**config.mk**
```make
export PLATFORM = sky130hd
export DESIGN_NAME = dlte_ctrl
export DESIGN_NICKNAME = d
export VERILOG_FILES = /design/src/dlte_pkg.sv /design/src/dlte_ctrl.sv
export VERILOG_INCLUDE_DIRS = /design/src /design/src/src
export SDC_FILE = /design/constraint.sdc
export NUM_CORES = 1
export LEC_CHECK = 0
export BUFFER_PORTS_ARGS = -buffer_cell sky130_fd_sc_hd__buf_2
export CAP_MARGIN = 10
export CORE_ASPECT_RATIO = 2
export CORE_UTILIZATION = 50
export DETAILED_ROUTE_END_ITERATION = 10
export PLACE_DENSITY = 0.72
export SETUP_SLACK_MARGIN = 0.1
export SLEW_MARGIN = 20
export SYNTH_ARGS = -nofsm -noshare
export SYNTH_HDL_FRONTEND = slang
export SYNTH_SLANG_ARGS = --single-unit
```
**constraint.sdc**
```tcl
create_clock -name clk -period 11.3 [get_ports clk]
set_input_delay 1.13 -clock clk [delete_from_list [all_inputs] [get_ports clk]]
set_output_delay 1.13 -clock clk [all_outputs]
set_load 0.005 [all_outputs]
```
**src/assert_macros.svh**
```systemverilog
// Assertion macros for the dense layer engine; included by the sequencer module.
`ifndef ASSERT_MACROS_SVH
`define ASSERT_MACROS_SVH
`ifndef SYNTHESIS
`define DLTE_ASSERT(label, clk, rst_n, prop) \
    label: assert property (@(posedge clk) disable iff (!rst_n) prop) \
        else $error("dlte assertion failed");
`define DLTE_ASSERT_NEVER(label, clk, rst_n, expr) \
    label: assert property (@(posedge clk) disable iff (!rst_n) !(expr)) \
        else $error("dlte forbidden condition seen");
`else
`define DLTE_ASSERT(label, clk, rst_n, prop)
`define DLTE_ASSERT_NEVER(label, clk, rst_n, expr)
`endif
`endif

```
**src/dlte_pkg.sv**
```systemverilog
// Shared types, codes and saturation helpers for the dense layer engine.
`default_nettype none
package dlte_pkg;
    localparam int DEF_MAX_IN  = 1024;
    localparam int DEF_MAX_OUT = 16;
    localparam int ROW_IDX_W   = 7;
    localparam int COL_IDX_W   = 13;
    localparam int VAL_W       = 16;
    localparam int ACC_W       = 48;
    localparam int WG_W        = 32;
    localparam int LR_W        = 16;
    localparam int PRODU_W     = 49;

    localparam logic [2:0] REQ_LDW  = 3'd0;
    localparam logic [2:0] REQ_LDB  = 3'd1;
    localparam logic [2:0] REQ_FWD  = 3'd2;
    localparam logic [2:0] REQ_BWD  = 3'd3;
    localparam logic [2:0] REQ_IGRD = 3'd4;
    localparam logic [2:0] REQ_UPD  = 3'd5;

    localparam logic [1:0] KIND_FWD   = 2'd0;
    localparam logic [1:0] KIND_IGRAD = 2'd1;
    localparam logic [1:0] KIND_DONE  = 2'd2;

    localparam logic [1:0] CFG_IN_SIZE  = 2'd0;
    localparam logic [1:0] CFG_OUT_SIZE = 2'd1;
    localparam logic [1:0] CFG_LR       = 2'd2;

    typedef enum logic [3:0] {
        OP_NONE, OP_LDW, OP_LDB, OP_FWD, OP_FOUT, OP_BWD,
        OP_IGRD, OP_UPD, OP_UBIAS, OP_CLR, OP_DONE
    } op_t;

    typedef struct packed {
        op_t                  op;
        logic [1:0]           phase;
        logic [ROW_IDX_W-1:0] row;
        logic [COL_IDX_W-1:0] col;
        logic                 first;
        logic                 zero;
        logic                 inr;
        logic                 last;
        logic                 take;
    } cmd_t;

    typedef struct packed {
        logic out_free;
    } stat_t;

    function automatic logic signed [15:0] sat16(input logic signed [63:0] v);
        logic signed [15:0] r;
        if (v > 64'sd32767)
            r = 16'sh7FFF;
        else if (v < -64'sd32768)
            r = 16'sh8000;
        else
            r = v[15:0];
        return r;
    endfunction

    function automatic logic signed [31:0] sat32(input logic signed [63:0] v);
        logic signed [31:0] r;
        if (v > 64'sd2147483647)
            r = 32'sh7FFF_FFFF;
        else if (v < -64'sd2147483648)
            r = 32'sh8000_0000;
        else
            r = v[31:0];
        return r;
    endfunction
endpackage
`default_nettype wire

```
**src/dlte_ctrl.sv**
```systemverilog
// Sequencer for the dense layer engine: request decode and element sweeps.
`default_nettype none
`include "assert_macros.svh"
module dlte_ctrl
    import dlte_pkg::*;
#(
    parameter int MAX_IN  = DEF_MAX_IN,
    parameter int MAX_OUT = DEF_MAX_OUT
) (
    input  wire logic       clk,
    input  wire logic       rst_n,
    input  wire logic       s_tvalid,
    output logic            s_tready,
    input  wire logic [2:0] req,
    input  wire logic [3:0] row_in,
    input  wire logic [9:0] col_in,
    input  wire logic       cfg_we,
    input  wire logic [1:0] cfg_index,
    input  wire logic [15:0] cfg_data,
    input  wire stat_t      stat,
    output cmd_t            cmd
);
    localparam int RIW = (MAX_OUT > 1) ? $clog2(MAX_OUT) : 1;
    localparam int CIW = (MAX_IN > 1) ? $clog2(MAX_IN) : 1;

    localparam logic [3:0] S_CLR   = 4'd0;
    localparam logic [3:0] S_IDLE  = 4'd1;
    localparam logic [3:0] S_FWD   = 4'd2;
    localparam logic [3:0] S_FOUT  = 4'd3;
    localparam logic [3:0] S_BWD   = 4'd4;
    localparam logic [3:0] S_IGRD  = 4'd5;
    localparam logic [3:0] S_UPD   = 4'd6;
    localparam logic [3:0] S_UBIAS = 4'd7;
    localparam logic [3:0] S_DONE  = 4'd8;

    logic [3:0]     state_reg, state_next;
    logic [RIW-1:0] i_reg, i_next, row_reg, row_next;
    logic [CIW-1:0] j_reg, j_next, col_reg, col_next;
    logic [1:0]     ph_reg, ph_next;
    logic [10:0]    in_size_reg;
    logic [4:0]     out_size_reg;

    logic [COL_IDX_W-1:0] ni, in_ext, col_ext, jend;
    logic [ROW_IDX_W-1:0] no, out_ext, row_ext;
    logic                 acc_req;

    // clamp the size registers to the legal ranges
    always_comb
    begin
        in_ext  = COL_IDX_W'(in_size_reg);
        out_ext = ROW_IDX_W'(out_size_reg);
        if (in_ext == '0)
            ni = COL_IDX_W'(1);
        else if (in_ext > COL_IDX_W'(MAX_IN))
            ni = COL_IDX_W'(MAX_IN);
        else
            ni = in_ext;
        if (out_ext == '0)
            no = ROW_IDX_W'(1);
        else if (out_ext > ROW_IDX_W'(MAX_OUT))
            no = ROW_IDX_W'(MAX_OUT);
        else
            no = out_ext;
    end

    assign s_tready = (state_reg == S_IDLE);
    assign acc_req  = s_tvalid && s_tready;
    assign col_ext  = COL_IDX_W'(col_in);
    assign row_ext  = ROW_IDX_W'(row_in);
    assign jend     = (row_reg == '0) ? COL_IDX_W'(MAX_IN - 1) : ni - 1'b1;

    always_comb
    begin
        state_next = state_reg;
        i_next     = i_reg;
        j_next     = j_reg;
        row_next   = row_reg;
        col_next   = col_reg;
        ph_next    = ph_reg;
        cmd        = '0;
        cmd.op     = OP_NONE;
        cmd.phase  = ph_reg;
        cmd.row    = ROW_IDX_W'(i_reg);
        cmd.col    = COL_IDX_W'(j_reg);
        unique case (state_reg)
            S_CLR:
            begin
                cmd.op = OP_CLR;
                if (j_reg == CIW'(MAX_IN - 1))
                begin
                    j_next = '0;
                    if (i_reg == RIW'(MAX_OUT - 1))
                    begin
                        i_next     = '0;
                        state_next = S_IDLE;
                    end
                    else
                        i_next = i_reg + 1'b1;
                end
                else
                    j_next = j_reg + 1'b1;
            end
            S_IDLE:
            begin
                cmd.row  = row_ext;
                cmd.col  = col_ext;
                cmd.take = acc_req;
                i_next   = '0;
                j_next   = '0;
                ph_next  = '0;
                if (acc_req)
                begin
                    unique case (req)
                        REQ_LDW:
                            if (row_ext < ROW_IDX_W'(MAX_OUT) && col_ext < COL_IDX_W'(MAX_IN))
                                cmd.op = OP_LDW;
                        REQ_LDB:
                            if (row_ext < ROW_IDX_W'(MAX_OUT))
                                cmd.op = OP_LDB;
                        REQ_FWD:
                            if (col_ext < ni)
                            begin
                                col_next   = CIW'(col_in);
                                state_next = S_FWD;
                            end
                        REQ_BWD:
                            if (row_ext < no)
                            begin
                                row_next   = RIW'(row_in);
                                state_next = S_BWD;
                            end
                        REQ_IGRD:
                            if (col_ext < ni)
                            begin
                                col_next   = CIW'(col_in);
                                state_next = S_IGRD;
                            end
                        REQ_UPD:
                            state_next = S_UPD;
                        default: ;
                    endcase
                end
            end
            S_FWD:
            begin
                cmd.op    = OP_FWD;
                cmd.col   = COL_IDX_W'(col_reg);
                cmd.first = (i_reg == '0);
                cmd.zero  = (col_reg == '0);
                if (ph_reg != 2'd2)
                    ph_next = ph_reg + 1'b1;
                else
                begin
                    ph_next = '0;
                    if (ROW_IDX_W'(i_reg) == no - 1'b1)
                    begin
                        i_next     = '0;
                        state_next = (COL_IDX_W'(col_reg) == ni - 1'b1) ? S_FOUT : S_IDLE;
                    end
                    else
                        i_next = i_reg + 1'b1;
                end
            end
            S_FOUT:
            begin
                cmd.last = (ROW_IDX_W'(i_reg) == no - 1'b1);
                if (stat.out_free)
                begin
                    cmd.op = OP_FOUT;
                    if (cmd.last)
                        state_next = S_IDLE;
                    else
                        i_next = i_reg + 1'b1;
                end
            end
            S_BWD:
            begin
                cmd.op    = OP_BWD;
                cmd.row   = ROW_IDX_W'(row_reg);
                cmd.first = (j_reg == '0);
                cmd.zero  = (row_reg == '0);
                cmd.inr   = (COL_IDX_W'(j_reg) < ni);
                if (ph_reg != 2'd2)
                    ph_next = ph_reg + 1'b1;
                else
                begin
                    ph_next = '0;
                    if (COL_IDX_W'(j_reg) == jend)
                        state_next = S_IDLE;
                    else
                        j_next = j_reg + 1'b1;
                end
            end
            S_IGRD:
            begin
                cmd.col = COL_IDX_W'(col_reg);
                if (ph_reg == 2'd0)
                    ph_next = 2'd1;
                else if (stat.out_free)
                begin
                    cmd.op     = OP_IGRD;
                    state_next = S_IDLE;
                end
            end
            S_UPD:
            begin
                cmd.op  = OP_UPD;
                cmd.inr = (ROW_IDX_W'(i_reg) < no) && (COL_IDX_W'(j_reg) < ni);
                if (ph_reg != 2'd2)
                    ph_next = ph_reg + 1'b1;
                else
                begin
                    ph_next = '0;
                    if (j_reg == CIW'(MAX_IN - 1))
                    begin
                        j_next = '0;
                        if (i_reg == RIW'(MAX_OUT - 1))
                        begin
                            i_next     = '0;
                            state_next = S_UBIAS;
                        end
                        else
                            i_next = i_reg + 1'b1;
                    end
                    else
                        j_next = j_reg + 1'b1;
                end
            end
            S_UBIAS:
            begin
                cmd.op  = OP_UBIAS;
                cmd.inr = (ROW_IDX_W'(i_reg) < no);
                if (ph_reg == 2'd0)
                    ph_next = 2'd1;
                else
                begin
                    ph_next = '0;
                    if (i_reg == RIW'(MAX_OUT - 1))
                    begin
                        i_next     = '0;
                        state_next = S_DONE;
                    end
                    else
                        i_next = i_reg + 1'b1;
                end
            end
            S_DONE:
            begin
                cmd.last = 1'b1;
                if (stat.out_free)
                begin
                    cmd.op     = OP_DONE;
                    state_next = S_IDLE;
                end
            end
            default:
                state_next = S_IDLE;
        endcase
    end

    always_ff @(posedge clk or negedge rst_n)
    begin
        if (!rst_n)
        begin
            state_reg    <= S_CLR;
            i_reg        <= '0;
            j_reg        <= '0;
            row_reg      <= '0;
            col_reg      <= '0;
            ph_reg       <= '0;
            in_size_reg  <= 11'd784;
            out_size_reg <= 5'd10;
        end
        else
        begin
            state_reg <= state_next;
            i_reg     <= i_next;
            j_reg     <= j_next;
            row_reg   <= row_next;
            col_reg   <= col_next;
            ph_reg    <= ph_next;
            if (cfg_we && cfg_index == CFG_IN_SIZE)
                in_size_reg <= cfg_data[10:0];
            if (cfg_we && cfg_index == CFG_OUT_SIZE)
                out_size_reg <= cfg_data[4:0];
        end
    end

    `DLTE_ASSERT(a_fout_needs_room, clk, rst_n, (cmd.op == OP_FOUT) |-> stat.out_free)
    `DLTE_ASSERT_NEVER(a_phase_range, clk, rst_n, ph_reg == 2'd3)
    `DLTE_ASSERT(a_fwd_start, clk, rst_n, (acc_req && req == REQ_FWD && col_ext < ni) |=> (state_reg == S_FWD && i_reg == '0))
endmodule
`default_nettype wire

```
* Yosys cells after proc, flatten, opt, wreduce, memory -nomap -nowiden
Index checks and enable logic that the tools add are counted.
** Word-level totals
- Output and inout bits :: 32
- Input port bits :: 40
- Flip-flop bits (word level) :: 50
- Word-level logic and storage cells :: 150
** Cells by class
- Reductions and logical operators :: 27
- Eq/ne operators :: 42
- $lt $le $gt $ge :: 8
- Muxes and demuxes :: 60
- Add/subtract/negate cells :: 5
** Operators by type and width (number)
- $mux W4 :: 28
- $pmux W4 S9 :: 2
- $mux W10 :: 4
- $pmux W10 S4 :: 1
- $ne A2 B2 Y1 const B :: 18
- $eq A10 B13 Y1 :: 2
- $lt A10 B13 Y1 :: 2
- $mux W13 :: 2
- $pmux W4 S6 :: 1
- $logic_not A10 Y1 :: 2
- $pmux W10 S2 :: 1
- $reduce_and A19 Y1 :: 1
- $eq A4 B3 Y1 const B :: 4
- $pmux W4 S4 :: 1
- $lt A4 B7 Y1 :: 2
- $sub A13 B1 Y13 const B :: 1
- $logic_not A4 Y1 :: 3
- $reduce_and A4 Y1 :: 3
- $gt A11 B11 Y1 const B :: 1
- $logic_not A11 Y1 :: 1
- $lt A10 B11 Y1 const B :: 1
- $mux W11 :: 1
- $add A10 B1 Y10 const B :: 1
- $eq A10 B10 Y1 const B :: 1
- 35 further kinds :: 58

* Longest topological paths before layout
Gate-level depths: netlist of run 1.
- Depth in word-level cells :: 9
- Mapped depth :: 15
- Gate-level depth less buffers :: 12

* Worst setup path after synthesis of run 1
No wires, ideal clock.
- Path kind :: register -> register
- Start point :: reg in_size_reg[4]
- End point :: reg j_reg[6]
- Library setup time :: 0.136 ns
- Cell stages (with the launch flop) :: 16
- Arrival :: 3.561 ns
- Clock period less this slack :: 3.697 ns
- Setup slack :: 7.603 ns
- Cells stage by stage :: dfstp_2 > buf_2 > nor4_1 > a32oi_2 > ha_1 > clkbuf_1 > nor3b_1 > o211ai_1 > xor2_1 > or4_1 > a211o_2 > a2111oi_2 > or4_4 > buf_6 > or3_1 > a21oi_1
** Between the ends
- Cells in the longest elaborated chain, start to end :: 8
- Elaborated cells between the ends (all ways) :: 9
- Classes of those cells :: 1 x add/sub; 1 x order compare; 2 x eq/ne; 3 x mux; 2 x reduce/logical
** Ends and longest elaborated chain
- start, declared :: line dlte_ctrl.sv:40 : logic [10:0] in_size_reg;
- start signal, assigned :: line dlte_ctrl.sv:283 : in_size_reg <= cfg_data[10:0];
- $gt A11 B11 Y1 :: line dlte_ctrl.sv:54 : else if (in_ext > COL_IDX_W'(MAX_IN))
- $mux W11 :: line dlte_ctrl.sv:54
- $mux W13 (*) :: line dlte_ctrl.sv:52 : if (in_ext == '0)
- $sub A13 B1 Y13 (*) :: line dlte_ctrl.sv:70 : assign jend = (row_reg == '0) ? COL_IDX_W'(MAX_IN - 1) : ni - 1'b1;
- $mux W13 (*) :: line dlte_ctrl.sv:70
- $eq A10 B13 Y1 (*) :: line dlte_ctrl.sv:188 : if (COL_IDX_W'(j_reg) == jend)
- $ne A2 B2 Y1 (no source line) (*)
- $reduce_and A4 Y1 (no source line) (*)
- end signal, assigned :: line dlte_ctrl.sv:278 : j_reg <= j_next;
- end, declared :: line dlte_ctrl.sv:38 : logic [CIW-1:0] j_reg, j_next, col_reg, col_next;
Every way passes the cells marked *; elsewhere a longest branch is shown, timed or not.
A chain may end at the register's enable or synchronous reset.

* Worst setup path after layout of run 1
- Start point :: reg in_size_reg[10]
- End point :: reg j_reg[0]
The elaborated chain is that of the path after synthesis.

==> impl_metrics.ini, run 1 <==
[clock_network]
post_cts_resized = 0
cts_sinks = 50
postCtsHoldBufs = 0
cts_tree = done
root_buffer = clkbuf_16
cts_buffer_depth = 2
cts_htree_levels = 2
clk_pin_slew_ps = 70
numCtsBuffers = 5
insertion_delay_ps = 300
cts_post_setup_buffers_inserted = 0

[grt]
grt_pass1_vias = 4360
grt_max_degree = 51
antenna_found_initial = 0
grt_pass1_wl_um = 22200
grt_overflow_total = 0
grtUsageTotal_pct = 29.3

[drt]
first_iter_violations = 383
drt_wl_total_um = 14000
top_layer_used = met4
dr_wl_met3_um = 629
vias = 4587
wirelength_met1_um = 5260
dr.pass1.iters = 7
route.detailed.drc = 0
routedWlPerCell_um = 20.1
ant_nets = 0
avgViaCountPerCell = 6.60
met2_length_um = 7310

[worst_setup_path]
crit_path_end_kind = flip-flop
critical_path_class = flip-flop to flip-flop
start_kind = flip-flop
critPathArrivalTime_ps = 5270
cpMaxStageDelayCell = dfrtp_1
cpPeakStageDelay_ps = 810
required_ps = 11470
crit_chain = clkinv_1 -> a32oi_2 -> ha_1 -> nor4b_2 -> a22o_1 -> nor2_1 -> or4b_1 -> a211o_1 -> a2111oi_2 -> or4_4 -> or2_2 -> o21ai_0
path_max_fanout = 24
critPathTopFamily = compound AO/OA/AOI/OAI gates
path_buf_inv = 1

[die]
die_h_um = 138
rows = 49
initial_core_util_pct = 51.6
core_mm2 = 0.00895
die-area_mm2 = 0.00965
ios = 72
die_x_um = 70.0

[timing]
relSlewSlack_pct = 35.3
rsz0062_at_grt = no
timing.hold.ws_ps = 540
fin_ws_ps = 6200
setup_viol = 0
fmax_mhz = 196
finalCritPeriodShare_pct = 45.1
min_period_ps = 5100
report.final.hold_viol_count = 0
max_slew.worst_pin.slew_ps = 964
final_max_slew_viol_count = 0
fin_skew_ps = 5.57
finalSetupTns_ps = 0

[yosys]
syn_area_per_cell_um2 = 8.32
synth-seq-area-share_pct = 27.2
synth_compound_area_share_pct = 22.0
synthMuxAreaShare_pct = 8.23
synth_xor_xnor_area_share_pct = 3.03
synth_fa_ha_area_share_pct = 8.40
synth_edf_count = 0
yosysWarnings = 0
synthDistinctLibCells = 72
yosys_register_bits = 50
synth_area_mm2 = 0.00462
synthFlopType = dfrtp_1
postSynth.asyncResetShare_pct = 100
synth-simple-area-share_pct = 24.5
synth_top_family_by_area = simple AND/OR/NAND/NOR gates
synth_cells = 555

[final_layout]
drive_above_1_share_pct = 21.1
layout.nets = 663
largest_register_ffs = 11
post-route-util_pct = 56.4
num_antenna_cells = 0
layout_commonest_cell = buf_2
area_delta_synth_final_pct = 9.26
final_cell_mix = 60 x buf_2, 51 x nand2_1, 45 x dfrtp_1

[power]
peakVddDrop_v = 0.000137
p_per_area_mw_per_mm2 = 223
leakage_uw = 0.00227
fin_total_pwr_uw = 1120

[hold_path]
min_path_type = flip-flop to flip-flop

[run]
maxCapViolCount = 0

[status]
status = complete, no violations

[place]
portBuffers = 60
pre_cts_ws_ps = 6290
place_congestion = 0.981
dpl.hpwl_um = 10700
final cells by class:
class	count	area, um2
inverters	27	101
well taps	102	128
multi-input cells	444	3080
clock inverters	3	26.3
flip-flops and latches	50	1260
repair buffers	64	330
fillers	853	3900
clock buffers	5	125
power by group:
part	total [uW]	switching, uW	internal, uW
clock network	161	76.7	84.4
registers	353	119	235
logic	610	345	265
synth_stat cells (all sizes together) (11+ instances only):
library cell / n / area share (%)
mux2: 32 / 7.8
nand2b: 15 / 2.0
nor2: 40 / 3.3
dfrtp: 45 / 24
a21oi: 28 / 3.0
o21ai: 40 / 4.3
nand2: 51 / 4.1
nor2b: 11 / 1.5
nor4: 13 / 2.1
clkbuf: 21 / 1.7
nand3: 14 / 1.5
buf: 18 / 2.6
nor3: 15 / 1.7
inv: 26 / 2.1
ha: 31 / 8.4
worst reg2reg max path, delay by kind of cell, from the launching register on:
| kind | cells | cell delay (ps) |
|---|---|---|
| adders and majority gates | 1 | 510 |
| and+or+nand+nor | 5 | 1510 |
| buffers and inverters | 1 | 490 |
| AOI/OAI and AO/OA | 5 | 1660 |
| DFF | 1 | 810 |
metal layers:
metal | GRT usage [%] | up-vias
met4 | 18.1 | 0
met1 | 32.4 | 2210
met2 | 52.8 | 191
met5 | 0 | -
met3 | 3.34 | 54
li1 | - | 2132
metrics by stage:
step / cells / area, um2
floorplan: 560 / 4640
global placement: 687 / 4900
detailed placement: 687 / 4900
CTS: 695 / 5050
global route: 695 / 5050
finish: 695 / 5050
path summary, 6_finish.rpt:
path,cells past startpoint,start,to,slack [ps]
setup / recovery,12,in_size_reg[10],j_reg[0],6200
hold / removal,1,out_size_reg[0],out_size_reg[0],540
setup reg to reg,12,in_size_reg[10],j_reg[0],6200
hold reg to reg,1,out_size_reg[0],out_size_reg[0],540
max in group asynchronous,2,rst_n,in_size_reg[10],9910
min in group asynchronous,2,rst_n,j_reg[4],920
logic make-up (layout without fill, tap and decap cells):
| kind of cell | Yosys count | count (layout) |
|---|---|---|
| XOR/XNOR | 16 | 16 |
| AND/OR/NAND/NOR | 210 | 210 |
| adder cells (fa/ha/maj) | 31 | 31 |
| other | 1 | 6 |
| multiplexers | 34 | 34 |
| flip-flops | 50 | 50 |
| buffers and inverters | 66 | 99 |
| AO/OA/AOI/OAI | 147 | 147 |
(Power assumes the default switching activity.)
==> run 2: changes to the inputs <==
--- a/config.mk
+++ b/config.mk
@@ -6,6 +6,7 @@
 export SDC_FILE = /design/constraint.sdc
 export NUM_CORES = 1
 export LEC_CHECK = 0
+export ABC_AREA = 1
 export BUFFER_PORTS_ARGS = -buffer_cell sky130_fd_sc_hd__buf_2
 export CAP_MARGIN = 10
 export CORE_ASPECT_RATIO = 2
==> constraint.sdc (replaced) <==
create_clock -name clk -period 5.25 [get_ports clk]
set_input_delay 0.525 -clock clk [delete_from_list [all_inputs] [get_ports clk]]
set_output_delay 0.525 -clock clk [all_outputs]
set_load 0.005 [all_outputs]
==> run 2 against run 1 <==
Power decreased by 2.8%; combinational power is 49% lower; sequential cell count did not move; clock skew rose by 5.2 ps; via count is 4.7% higher; final area is 0.87% higher; sequential power increased by 24%; setup slack worse by 4500 ps; synthesized cell count grew 22%; global-route usage grew 1.3 points; hold slack worse by 210 ps; routed wire length down 0.89%; critical endpoint is now j_reg[6].
==> impl_metrics.ini, run 2 <==
[power]
p_switching_uw = 394
clkPwrFrac_pct = 31.7
p_int_uw = 699
peakVddDrop_v = 0.000212
p_seq_share_pct = 40.1
p_per_area_mw_per_mm2 = 215
p_comb_share_pct = 28.2
swShare_pct = 36.0
leakage_uw = 0.00262

[worst_setup_path]
path_max_fanout = 12
required_ps = 5490
critPathArrivalTime_ps = 3810
start_kind = flip-flop
r2r_start = in_size_reg[2]
crit_path_end_kind = flip-flop
crit_start = in_size_reg[2]
critical_path_class = flip-flop to flip-flop

[yosys]
synthTopCellsByArea = dfrtp_1 25%, nand2_1 12%, ha_1 8.4%
synth_edf_count = 0
synth.top_cell.area_share_pct = 24.5
synth_area_mm2 = 0.00459
synthFlopType = dfrtp_1
yosysMostFrequentCell = nand2_1
synth_cells = 678
yosys_register_bits = 50
yosysTopAreaCell = dfrtp_1
synth_common_cells = 148 x nand2_1, 90 x inv_1, 77 x nor2_1, 50 x o21ai_0, 45 x dfrtp_1
postSynth.asyncResetShare_pct = 100
synth-seq-area-share_pct = 27.4
yosysWarnings = 0
synthDistinctLibCells = 45
syn_area_per_cell_um2 = 6.78

[final_layout]
layout.nets = 803
layout_commonest_cell = nand2_1
final_cells = 835
largest_register_ffs = 11
num_antenna_cells = 0
area_delta_synth_final_pct = 10.8
fillers = 867
drive_above_1_share_pct = 14.6
final_cell_mix = 148 x nand2_1, 90 x inv_1, 77 x nor2_1

[drt]
dr.pass1.iters = 5
vias = 4804
routedWlPerCell_um = 16.6
ant_nets = 0
drt_wl_total_um = 13900
route.detailed.drc = 0
avgViaCountPerCell = 5.75
first_iter_violations = 289

[timing]
fin_skew_ps = 10.7
setup_viol = 0
fmax_mhz = 280
finalCritPeriodShare_pct = 68.1
finalSetupTns_ps = 0
relSlewSlack_pct = 44.8
min_period_ps = 3570
report.final.hold_viol_count = 0
rsz0062_at_grt = no
max_slew.worst_pin.slew_ps = 825
final_max_slew_viol_count = 0

[grt]
grt_overflow_total = 0
grt_pass1_vias = 4771
grt_max_degree = 51
grtUsageTotal_pct = 30.5
antenna_found_initial = 0
grt_pass1_wl_um = 22900

[place]
portBuffers = 60
dpl.hpwl_um = 11200
place_congestion = 0.973
dpl.cell_count = 827

[clock_network]
post_cts_resized = 0
cts_buffer_depth = 2
root_buffer = clkbuf_16
cts_htree_levels = 2
cts_post_setup_buffers_inserted = 0
postCtsHoldBufs = 0
cts_sinks = 50
numCtsBuffers = 5
cts_tree = done
insertion_delay_ps = 300
clk_pin_slew_ps = 80

[die]
die_x_um = 69.8
ios = 72
die_h_um = 138
core_mm2 = 0.00895
initial_core_util_pct = 51.3
rows = 49
die-area_mm2 = 0.00960

[run]
maxCapViolCount = 0

[hold_path]
min_path_type = input pin to async pin

[status]
status = complete, no violations
==> run 2: cell types whose count changed in the layout (fill, tap and decap cells not counted), sizes merged, moves of 12 or more <==
cell,previous run,this run
nand2b,15,0
nor2,40,80
nand2,51,154
inv,28,93
o21ai,40,56
nand4,10,22
mux2,32,6
nand3,14,52
==> run 2: worst paths after layout <==
| check | to | slack, ps | depth (start not counted) |
|---|---|---|---|
| worst min register to register | row_reg[0] | 500 | 2 |
| worst max register to register | j_reg[6] | 1680 | 17 |
| worst max-delay path | j_reg[6] | 1680 | 17 |
| worst min-delay path | in_size_reg[7] | 340 | 2 |
| min in group clk | in_size_reg[9] | 440 | 3 |
| max in group asynchronous | col_reg[1] | 4450 | 2 |
==> run 2: worst max-delay path, stage by stage (launching register included) <==
cell and delay, ps:
dfrtp_1 470, nor2_1 170, nand3_2 120, o21bai_4 300, nand2_1 260, ha_1 370, nand3b_1 330, nand4_1 170
nand2_1 110, nor2_1 110, nand2_1 70, nor2_2 80, nand3_1 90, nor2_2 100, nand3_2 290, nand2_2 320
nand2_1 80, nand2_1 60
==> run 2: layout make-up <==
cell class / instances / area [um2] / share of cell area (%)
clock buffers: 5 / 125 / 2.46
clock inverters: 3 / 28.8 / 0.565
inverters: 95 / 357 / 7.00
multi-input cells: 519 / 2890 / 56.7
flip-flops and latches: 50 / 1260 / 24.7
well taps: 102 / 128 / 2.51
repair buffers: 61 / 308 / 6.05
==> run 2: power by group through the flow <==
stage          clock (uW)  combinational [uW]  sequential (uW)
2_1_floorplan           0                 224              434
3_3_place_gp            0                 296              443
3_5_place_dp            0                 305              444
4_1_cts               357                 306              437
5_1_grt               369                 353              442
6_report              346                 309              438
==> run 2: kinds of logic (layout without fill, tap and decap cells) <==
group	count (synthesis)	in the layout	share of synthesized area (%)
XOR/XNOR	12	12	2.29
multiplexers	6	6	1.47
AND/OR/NAND/NOR	331	331	32.8
adder cells (fa/ha/maj)	31	31	8.44
buffers and inverters	114	164	10.2
other	1	6	0.0816
flip-flops	50	50	27.4
AO/OA/AOI/OAI	133	133	17.4
==> run 2: metal layers <==
| layer | vias up | GRT usage, % | routed length (um) |
|---|---|---|---|
| met5 | - | 0 | 0 |
| met4 | 0 | 27.0 | 1160 |
| met3 | 61 | 3.15 | 513 |
| met2 | 164 | 56.4 | 7340 |
| met1 | 2195 | 29.4 | 4860 |
| li1 | 2384 | - | - |
==> run 2: metrics by stage <==
| stage | hold WS [ps] | total power (uW) | area [um2] | util [%] | setup slack (ps) |
|---|---|---|---|---|---|
| floorplan | 229 | 658 | 4610 | - | 2700 |
| global placement | 469 | 740 | 4940 | 55.2 | 1820 |
| detailed placement | 486 | 749 | 4940 | 55.2 | 1780 |
| CTS | 362 | 1100 | 5090 | 56.9 | 1750 |
| global route | 392 | 1160 | 5090 | 56.9 | 1350 |
| finish | 335 | 1090 | 5090 | 56.9 | 1680 |
